===== src/rtl/wss_pkg.sv =====
package wss_pkg;

  // Default number of stored events for each day of the week.
  localparam int EventsPerDayDef = 16;

  localparam int          NumDays        = 7;
  localparam logic [2:0]  LastDay        = 3'd6;
  localparam logic [11:0] DefaultSpReset = 12'd288;

  typedef enum logic [1:0] {
    OP_CLEAR  = 2'd0,
    OP_APPEND = 2'd1,
    OP_QUERY  = 2'd2,
    OP_NONE   = 2'd3
  } op_e;

  localparam logic [1:0] SrcToday   = 2'd0;
  localparam logic [1:0] SrcPrevDay = 2'd1;
  localparam logic [1:0] SrcDefault = 2'd2;

  // One stored event: start time and its setpoint.
  typedef struct packed {
    logic [4:0]  hour;
    logic [5:0]  minute;
    logic [11:0] setpoint;
  } event_t;

endpackage


===== src/rtl/wss_if.sv =====
interface wss_in_if;
  logic              valid;
  logic              ready;
  logic [1:0]        op;
  logic [2:0]        weekday;
  logic [4:0]        hour;
  logic [5:0]        minute;
  logic signed [11:0] event_setpoint;
  logic              time_known;

  modport source (output valid, op, weekday, hour, minute, event_setpoint, time_known,
                  input ready);
  modport sink   (input valid, op, weekday, hour, minute, event_setpoint, time_known,
                  output ready);
endinterface

interface wss_out_if;
  logic               valid;
  logic               ready;
  logic signed [11:0] active_setpoint;
  logic               setpoint_valid;
  logic [1:0]         src;
  logic               status;

  modport source (output valid, active_setpoint, setpoint_valid, src, status,
                  input ready);
  modport sink   (input valid, active_setpoint, setpoint_valid, src, status,
                  output ready);
endinterface

interface wss_cfg_if;
  logic               valid;
  logic               ready;
  logic signed [11:0] data;

  modport source (output valid, data, input ready);
  modport sink   (input valid, data, output ready);
endinterface


===== src/rtl/weekly_setpoint_schedule_top.sv =====
// Items other than walking queries go from idle straight to the finish state, which loads
// the result register once the output is free. A query with known time walks the day's events,
// one compared per cycle; if none has started yet, it then reads the previous day's last event.
// Input is ready again in the cycle after the result loads.
// Reset clears the day counts and the sequencer and sets the default setpoint to 18.0
// degrees; the event memory itself is not cleared.
module weekly_setpoint_schedule_top #(
  parameter int EVENTS_PER_DAY = wss_pkg::EventsPerDayDef
) (
  input  logic      clk_i,
  input  logic      rst_ni,
  wss_in_if.sink    in_i,
  wss_out_if.source out_o,
  wss_cfg_if.sink   cfg_i
);
  import wss_pkg::*;

  localparam int ADDR_W = $clog2(NumDays * EVENTS_PER_DAY);
  localparam int CNT_W  = $clog2(EVENTS_PER_DAY + 1);

  localparam logic [2:0] StIdle   = 3'd0;
  localparam logic [2:0] StStart  = 3'd1;
  localparam logic [2:0] StWalk   = 3'd2;
  localparam logic [2:0] StPrev   = 3'd3;
  localparam logic [2:0] StPrevRd = 3'd4;
  localparam logic [2:0] StFinish = 3'd5;

  logic [2:0]       state_q, state_d;
  logic [CNT_W-1:0] cnt_q [NumDays];
  logic [CNT_W-1:0] cnt_d [NumDays];
  logic [CNT_W-1:0] idx_q, idx_d;
  logic [2:0]       day_q, day_d;
  logic [10:0]      now_q, now_d;
  logic             found_q, found_d;
  logic [11:0]      default_sp_q;

  logic [11:0] r_sp_q, r_sp_d;
  logic        r_valid_q, r_valid_d;
  logic [1:0]  r_src_q, r_src_d;
  logic        r_status_q, r_status_d;

  logic        out_valid_q, out_valid_d;
  logic [11:0] out_sp_q, out_sp_d;
  logic        out_spv_q, out_spv_d;
  logic [1:0]  out_src_q, out_src_d;
  logic        out_status_q, out_status_d;

  logic              mem_we, mem_re;
  logic [ADDR_W-1:0] mem_waddr, mem_raddr;
  event_t            mem_wdata, rd_ev;

  logic [CNT_W-1:0] cnt_in, cnt_day, cnt_prev;
  logic [2:0]       prev_day;
  logic [CNT_W-1:0] idx_next;

  function automatic logic [ADDR_W-1:0] day_base(input logic [2:0] day);
    day_base = ADDR_W'(day) * ADDR_W'(EVENTS_PER_DAY);
  endfunction

  wss_event_mem #(
    .EventsPerDay(EVENTS_PER_DAY)
  ) u_mem (
    .clk_i   (clk_i),
    .we_i    (mem_we),
    .waddr_i (mem_waddr),
    .wdata_i (mem_wdata),
    .re_i    (mem_re),
    .raddr_i (mem_raddr),
    .rdata_o (rd_ev)
  );

  assign in_i.ready  = (state_q == StIdle);
  assign cfg_i.ready = 1'b1;

  assign out_o.valid           = out_valid_q;
  assign out_o.active_setpoint = out_sp_q;
  assign out_o.setpoint_valid  = out_spv_q;
  assign out_o.src             = out_src_q;
  assign out_o.status          = out_status_q;

  assign cnt_in   = (in_i.weekday <= LastDay) ? cnt_q[in_i.weekday] : '0;
  assign cnt_day  = (day_q <= LastDay) ? cnt_q[day_q] : '0;
  assign prev_day = (day_q == 3'd0) ? LastDay : day_q - 3'd1;
  assign cnt_prev = cnt_q[prev_day];
  assign idx_next = idx_q + CNT_W'(1);

  assign mem_wdata = '{hour: in_i.hour, minute: in_i.minute, setpoint: in_i.event_setpoint};
  assign mem_waddr = day_base(in_i.weekday) + ADDR_W'(cnt_in);

  always_comb begin
    state_d    = state_q;
    cnt_d      = cnt_q;
    idx_d      = idx_q;
    day_d      = day_q;
    now_d      = now_q;
    found_d    = found_q;
    r_sp_d     = r_sp_q;
    r_valid_d  = r_valid_q;
    r_src_d    = r_src_q;
    r_status_d = r_status_q;
    mem_we     = 1'b0;
    mem_re     = 1'b0;
    mem_raddr  = day_base(day_q) + ADDR_W'(idx_next);

    out_valid_d  = out_valid_q & ~out_o.ready;
    out_sp_d     = out_sp_q;
    out_spv_d    = out_spv_q;
    out_src_d    = out_src_q;
    out_status_d = out_status_q;

    case (state_q)
      StIdle: begin
        if (in_i.valid) begin
          r_sp_d     = '0;
          r_valid_d  = 1'b0;
          r_src_d    = SrcToday;
          r_status_d = 1'b0;
          found_d    = 1'b0;
          day_d      = in_i.weekday;
          now_d      = {in_i.hour, in_i.minute};
          state_d    = StFinish;
          case (op_e'(in_i.op))
            OP_CLEAR: begin
              for (int d = 0; d < NumDays; d++) begin
                cnt_d[d] = '0;
              end
            end
            OP_APPEND: begin
              if (in_i.weekday > LastDay || cnt_in >= CNT_W'(EVENTS_PER_DAY)) begin
                r_status_d = 1'b1;
              end else begin
                mem_we                = 1'b1;
                cnt_d[in_i.weekday] = cnt_in + CNT_W'(1);
              end
            end
            OP_QUERY: begin
              if (in_i.time_known && in_i.weekday <= LastDay) begin
                r_sp_d    = default_sp_q;
                r_src_d   = SrcDefault;
                r_valid_d = 1'b1;
                state_d   = StStart;
              end
            end
            default: begin
            end
          endcase
        end
      end
      StStart: begin
        idx_d = '0;
        if (cnt_day != '0) begin
          mem_re    = 1'b1;
          mem_raddr = day_base(day_q);
          state_d   = StWalk;
        end else begin
          state_d = StPrev;
        end
      end
      StWalk: begin
        // The read data belongs to entry idx_q; the next entry is read alongside.
        if ({rd_ev.hour, rd_ev.minute} <= now_q) begin
          r_sp_d  = rd_ev.setpoint;
          r_src_d = SrcToday;
          found_d = 1'b1;
          if (idx_next < cnt_day) begin
            mem_re = 1'b1;
            idx_d  = idx_next;
          end else begin
            state_d = StFinish;
          end
        end else if (found_q) begin
          state_d = StFinish;
        end else begin
          state_d = StPrev;
        end
      end
      StPrev: begin
        if (cnt_prev != '0) begin
          mem_re    = 1'b1;
          mem_raddr = day_base(prev_day) + ADDR_W'(cnt_prev - CNT_W'(1));
          state_d   = StPrevRd;
        end else begin
          state_d = StFinish;
        end
      end
      StPrevRd: begin
        r_sp_d  = rd_ev.setpoint;
        r_src_d = SrcPrevDay;
        state_d = StFinish;
      end
      StFinish: begin
        if (!out_valid_q || out_o.ready) begin
          out_valid_d  = 1'b1;
          out_sp_d     = r_sp_q;
          out_spv_d    = r_valid_q;
          out_src_d    = r_src_q;
          out_status_d = r_status_q;
          state_d      = StIdle;
        end
      end
      default: begin
        state_d = StIdle;
      end
    endcase
  end

  always_ff @(posedge clk_i or negedge rst_ni) begin
    if (!rst_ni) begin
      state_q      <= StIdle;
      out_valid_q  <= 1'b0;
      default_sp_q <= DefaultSpReset;
      for (int d = 0; d < NumDays; d++) begin
        cnt_q[d] <= '0;
      end
    end else begin
      state_q     <= state_d;
      out_valid_q <= out_valid_d;
      cnt_q       <= cnt_d;
      if (cfg_i.valid) begin
        default_sp_q <= cfg_i.data;
      end
    end
  end

  always_ff @(posedge clk_i) begin
    idx_q        <= idx_d;
    day_q        <= day_d;
    now_q        <= now_d;
    found_q      <= found_d;
    r_sp_q       <= r_sp_d;
    r_valid_q    <= r_valid_d;
    r_src_q      <= r_src_d;
    r_status_q   <= r_status_d;
    out_sp_q     <= out_sp_d;
    out_spv_q    <= out_spv_d;
    out_src_q    <= out_src_d;
    out_status_q <= out_status_d;
  end

endmodule


===== src/rtl/wss_event_mem.sv =====
module wss_event_mem #(
  parameter int EventsPerDay = wss_pkg::EventsPerDayDef
) (
  input  logic                                       clk_i,
  input  logic                                       we_i,
  input  logic [$clog2(wss_pkg::NumDays*EventsPerDay)-1:0] waddr_i,
  input  wss_pkg::event_t                            wdata_i,
  input  logic                                       re_i,
  input  logic [$clog2(wss_pkg::NumDays*EventsPerDay)-1:0] raddr_i,
  output wss_pkg::event_t                            rdata_o
);
  import wss_pkg::*;

  localparam int Depth = NumDays * EventsPerDay;

  event_t mem_q [Depth];
  event_t rdata_q;

  always_ff @(posedge clk_i) begin
    if (we_i) begin
      mem_q[waddr_i] <= wdata_i;
    end
    if (re_i) begin
      rdata_q <= mem_q[raddr_i];
    end
  end

  assign rdata_o = rdata_q;

endmodule


===== src/flat_wrapper.sv =====
// flat-port wrapper written by rule: the top's interface ports become plain ports
module weekly_setpoint_schedule_top_flat import wss_pkg::*;
#(
  parameter int EVENTS_PER_DAY = wss_pkg::EventsPerDayDef
)
  (clk_i, rst_ni, in_i_valid, in_i_op, in_i_weekday, in_i_hour, in_i_minute, in_i_event_setpoint, in_i_time_known, in_i_ready, out_o_valid, out_o_active_setpoint, out_o_setpoint_valid, out_o_src, out_o_status, out_o_ready, cfg_i_valid, cfg_i_data, cfg_i_ready);
  wss_in_if in_i_i ();
  wss_out_if out_o_i ();
  wss_cfg_if cfg_i_i ();
  input  logic clk_i;
  input  logic rst_ni;
  input wire logic [$bits(in_i_i.valid)-1:0] in_i_valid;
  input wire logic [$bits(in_i_i.op)-1:0] in_i_op;
  input wire logic [$bits(in_i_i.weekday)-1:0] in_i_weekday;
  input wire logic [$bits(in_i_i.hour)-1:0] in_i_hour;
  input wire logic [$bits(in_i_i.minute)-1:0] in_i_minute;
  input wire logic [$bits(in_i_i.event_setpoint)-1:0] in_i_event_setpoint;
  input wire logic [$bits(in_i_i.time_known)-1:0] in_i_time_known;
  output wire logic [$bits(in_i_i.ready)-1:0] in_i_ready;
  output wire logic [$bits(out_o_i.valid)-1:0] out_o_valid;
  output wire logic [$bits(out_o_i.active_setpoint)-1:0] out_o_active_setpoint;
  output wire logic [$bits(out_o_i.setpoint_valid)-1:0] out_o_setpoint_valid;
  output wire logic [$bits(out_o_i.src)-1:0] out_o_src;
  output wire logic [$bits(out_o_i.status)-1:0] out_o_status;
  input wire logic [$bits(out_o_i.ready)-1:0] out_o_ready;
  input wire logic [$bits(cfg_i_i.valid)-1:0] cfg_i_valid;
  input wire logic [$bits(cfg_i_i.data)-1:0] cfg_i_data;
  output wire logic [$bits(cfg_i_i.ready)-1:0] cfg_i_ready;
  assign in_i_i.valid = in_i_valid;
  assign in_i_i.op = in_i_op;
  assign in_i_i.weekday = in_i_weekday;
  assign in_i_i.hour = in_i_hour;
  assign in_i_i.minute = in_i_minute;
  assign in_i_i.event_setpoint = in_i_event_setpoint;
  assign in_i_i.time_known = in_i_time_known;
  assign in_i_ready = in_i_i.ready;
  assign out_o_valid = out_o_i.valid;
  assign out_o_active_setpoint = out_o_i.active_setpoint;
  assign out_o_setpoint_valid = out_o_i.setpoint_valid;
  assign out_o_src = out_o_i.src;
  assign out_o_status = out_o_i.status;
  assign out_o_i.ready = out_o_ready;
  assign cfg_i_i.valid = cfg_i_valid;
  assign cfg_i_i.data = cfg_i_data;
  assign cfg_i_ready = cfg_i_i.ready;
  weekly_setpoint_schedule_top #(.EVENTS_PER_DAY(EVENTS_PER_DAY)) u_core (.clk_i(clk_i), .rst_ni(rst_ni), .in_i(in_i_i), .out_o(out_o_i), .cfg_i(cfg_i_i));
endmodule

===== config.mk =====
export PLATFORM = sky130hd
export DESIGN_NAME = weekly_setpoint_schedule_top_flat
export DESIGN_NICKNAME = d
export VERILOG_FILES = /design/src/rtl/wss_pkg.sv /design/src/rtl/wss_if.sv /design/src/rtl/weekly_setpoint_schedule_top.sv /design/src/rtl/wss_event_mem.sv /design/src/flat_wrapper.sv
export SDC_FILE = /design/constraint.sdc
export NUM_CORES = 2
export LEC_CHECK = 0
export BUFFER_PORTS_ARGS = -buffer_cell sky130_fd_sc_hd__buf_2
export CORE_AREA = 3 3 470 589
export DETAILED_ROUTE_END_ITERATION = 10
export DIE_AREA = 0 0 473 592
export PLACE_DENSITY = 0.62
export SYNTH_ARGS = -nofsm -noshare
export SYNTH_HDL_FRONTEND = slang
export SYNTH_SLANG_ARGS = --single-unit

===== constraint.sdc =====
create_clock -name clk_i -period 7.6 [get_ports clk_i]
set_input_delay 0.38 -clock clk_i [delete_from_list [all_inputs] [get_ports clk_i]]
set_output_delay 0.38 -clock clk_i [all_outputs]
set_load 0.02 [all_outputs]

==> impl_metrics.ini <==
[die]
fp.dieH_um = 592
start_util_pct = 39.9
io_pins = 65
die-area_um2 = 280000
rows = 214
coreArea_um2 = 272000
die_width_um = 473

[yosys]
synth-compound-area-share_pct = 6.36
synthDistinctLibCells = 94
syn_avg_cell_area_um2 = 13.5
synthCells = 8009
yosysSeqAreaShare_pct = 74.6
synth_most_common_cell = edfxtp_1
synthSimpleGateAreaFrac_pct = 14.0
synthMuxAreaShare_pct = 2.18
synth_top_family_by_area = simple AND/OR/NAND/NOR gates
synth_xor_area_share_pct = 0.0727
synth_common_cells = edfxtp_1 (2,651), nand2_1 (2,126), nand3_1 (882)
synth_top_area_cell = edfxtp_1
synth_top_area_share_pct = 73.4
synth-edff-count = 2651
synth_nets = 8081
ys.warnings.count = 0
ys.flop_type = edfxtp_1
async_flop_share_pct = 1.89
synth_area_um2 = 108000
synth.top_cells.by_area = edfxtp_1 (73%), nand2_1 (7.4%), nand3_1 (4.1%)
ys_seq_elements = 2702
synthAdderAreaFrac_pct = 0.307

[sta]
slew_violations = 0
finalClockSkew_ns = 0.0516
fmax_ghz = 0.138
finalCriticalPeriod_ns = 7.27
setup_viol_count_final = 0
rsz0062_at_grt = false
fin_crit_sh_pct = 95.7
tightest_slew_ns = 1.40
setup_tns_ns = 0
max-slew-margin-rel_pct = 5.94
hold_viol_final = 0

[placed_design]
numPortBuffers = 63
hpwl_um = 218000
gp_congestion = 0.996
postPlaceCellArea_um2 = 115000

[global_route]
overflow = 0
antenna_found_initial = 21
grt_pass1_vias = 68400
grt_pass1_wl_um = 508000
grt_start_max_net_pins = 132
grt_use_total_pct = 25.1

[run_status]
status = finished, final reports clean

[worst_hold_path]
hp-start = in_i_event_setpoint[3]
hold_path.class = input port to flop

[route]
drt_iter0_drc = 9674
viasPerCell = 5.99
drtPass1Iterations = 6
drc = 0
drt_wl_total_um = 362000
ant_nets = 0
vias = 71900
wire_per_inst_um = 30.1

[setup_path]
start_kind = flop
startpoint = u_core.day_q[0]$_DFFE_PP_
end_kind = flop
worstPathRequired_ns = 8.18
rr_startpoint = u_core.day_q[0]$_DFFE_PP_
crit_arrival_ns = 7.85
critical_path_class = flop to flop
crit_fanout = 79

[power_and_ir_drop]
p_per_area_nw_per_um2 = 449
power_frac_comb_pct = 46.1
vdd_drop_max_mv = 0.414
p_clk_share_pct = 23.1
p_int_mw = 30.9
p_sw_share_pct = 44.2
p_leak_nw = 41.5
power_frac_seq_pct = 30.7
p_switching_mw = 24.4

[final_layout]
fill_cells = 23900
fin_area_um2 = 123000
finish.net_count = 8308
area_growth_pct = 13.5
drive_gt1_share_pct = 11.6

[clocking]
post-cts-setup-buffers = 0
clock_latency_ns = 0.87
clock_sinks = 2702
cts_buffers = 266
cts_buffer_depth = 4
cts_tree = built
htree_levels = 5
root_buffer = clkbuf_16
path_clk_slew_ns = 0.06

[flow_run]
maxCapViolCount = 0
## metrics by stage
stage	power, mW	std cells	hold WS, ns	setup WS, ns	util (%)
floorplan	31.1	8009	0.0844	2.00	-
global placement	42.0	11500	0.400	0.393	42.2
detailed placement	42.1	11500	0.405	0.459	42.2
CTS	54.8	12000	0.000736	0.451	45.3
global route	56.9	12000	0.0303	0.0819	45.3
finish	55.3	12000	0.0344	0.329	45.3
## per-layer routing
metal	part of all wire, %	global-route usage, %	vias to the layer above
li1	-	-	30400
met2	47	40.6	4215
met1	36	30.8	36300
met4	7.6	16.1	18
met5	0.033	0	-
met3	9.9	5.27	1002
## repair_timing
item / in CTS / in global routing
resized for setup: 0 / 0
hold buffers: 32 / 0
endpoints found under the hold margin: 159 / 0
## power by group through the flow
stage	logic, mW	clock network [mW]	registers (mW)
after floorplan	13.9	0	17.1
after global placement	24.7	0	17.3
after detailed placement	24.8	0	17.3
after CTS	24.9	12.9	17.0
after global routing	26.5	13.5	17.0
final	25.5	12.8	17.0
## layout by cell type (no fill, tap or decap), drive strengths merged, types with 110 or more instances in the layout
cell,Yosys,layout
edfxtp,2651,2651
nand2,2129,2129
nand3,883,883
buf,422,449
clkbuf,100,339
a21oi,226,226
mux2i,205,205
a31oi,198,198
nor2,180,180
and3,117,117
a32oi,110,110
## critical path, cell delays in order, from the launching register on
cell	delay (ns)
edfxtp_1	0.38
inv_1	0.22
ha_1	0.41
nor3_2	0.11
a21oi_4	0.32
a21oi_1	0.10
o32ai_2	0.41
ha_1	0.27
nand2b_1	0.13
o221a_4	0.78
nand2_8	0.64
buf_12	0.49
a211oi_1	0.29
a311oi_1	0.09
a211oi_1	1.15
nor3_1	0.19
buf_4	0.23
a211oi_1	0.55
o211ai_1	0.17
## layout make-up
type | instances | area (um2) | area share (%)
inverter | 23 | 86.3 | 0.0701
clock inverter | 125 | 1050 | 0.856
timing repair buffer | 481 | 4170 | 3.38
clock buffer | 339 | 7140 | 5.80
sequential | 2702 | 80900 | 65.7
multi-input combinational | 4762 | 25300 | 20.5
antenna | 10 | 25.0 | 0.0203
tap | 3564 | 4460 | 3.62
## registers in the layout, indices dropped and copies added (netlist names)
name                          flops
u_core.u_mem.mem_q             2576
u_core.cnt_q                     35
u_core.u_mem.rdata_o             23
u_core.default_sp_q              12
u_core.out_o.active_setpoint     12
u_core.r_sp_q                    12
u_core.now_q                     11
u_core.idx_q                      5
u_core.day_q                      3
u_core.state_q                    3
u_core.out_o.src                  2
u_core.r_src_q                    2
u_core.found_q                    1
u_core.out_o.setpoint_valid       1
u_core.out_o.status               1
u_core.out_o.valid                1
u_core.r_status_q                 1
u_core.r_valid_q                  1
## cells by family (layout without fill, tap and decap cells)
logic type / after synthesis / after routing
XOR/XNOR: 9 / 9
adder cells (fa/ha/maj): 26 / 26
other: 1 / 11
AO/OA/AOI/OAI: 978 / 978
buffers and inverters: 545 / 968
AND/OR/NAND/NOR: 3521 / 3521
flip-flops: 2702 / 2702
multiplexers: 227 / 227
## path summary, 6_finish.rpt
check / endpoint / depth (start not counted) / slack [ns]
hold reg to reg: u_core.out_o.setpoint_valid$_DFFE_PP_ / 0 / 0.42
setup reg to reg: u_core.u_mem.rdata_o[4]$_DFFE_PP_ / 18 / 0.33
setup / recovery: u_core.u_mem.rdata_o[4]$_DFFE_PP_ / 18 / 0.33
max in group asynchronous: u_core.default_sp_q[1]$_DFFE_PN0P_ / 3 / 6.90
hold / removal: u_core.u_mem.mem_q[81][3]$_DFFE_PP_ / 1 / 0.03
min in group asynchronous: u_core.cnt_q[16]$_DFFE_PN0P_ / 3 / 0.20
Note: power is estimated with default switching activity, not from simulation.
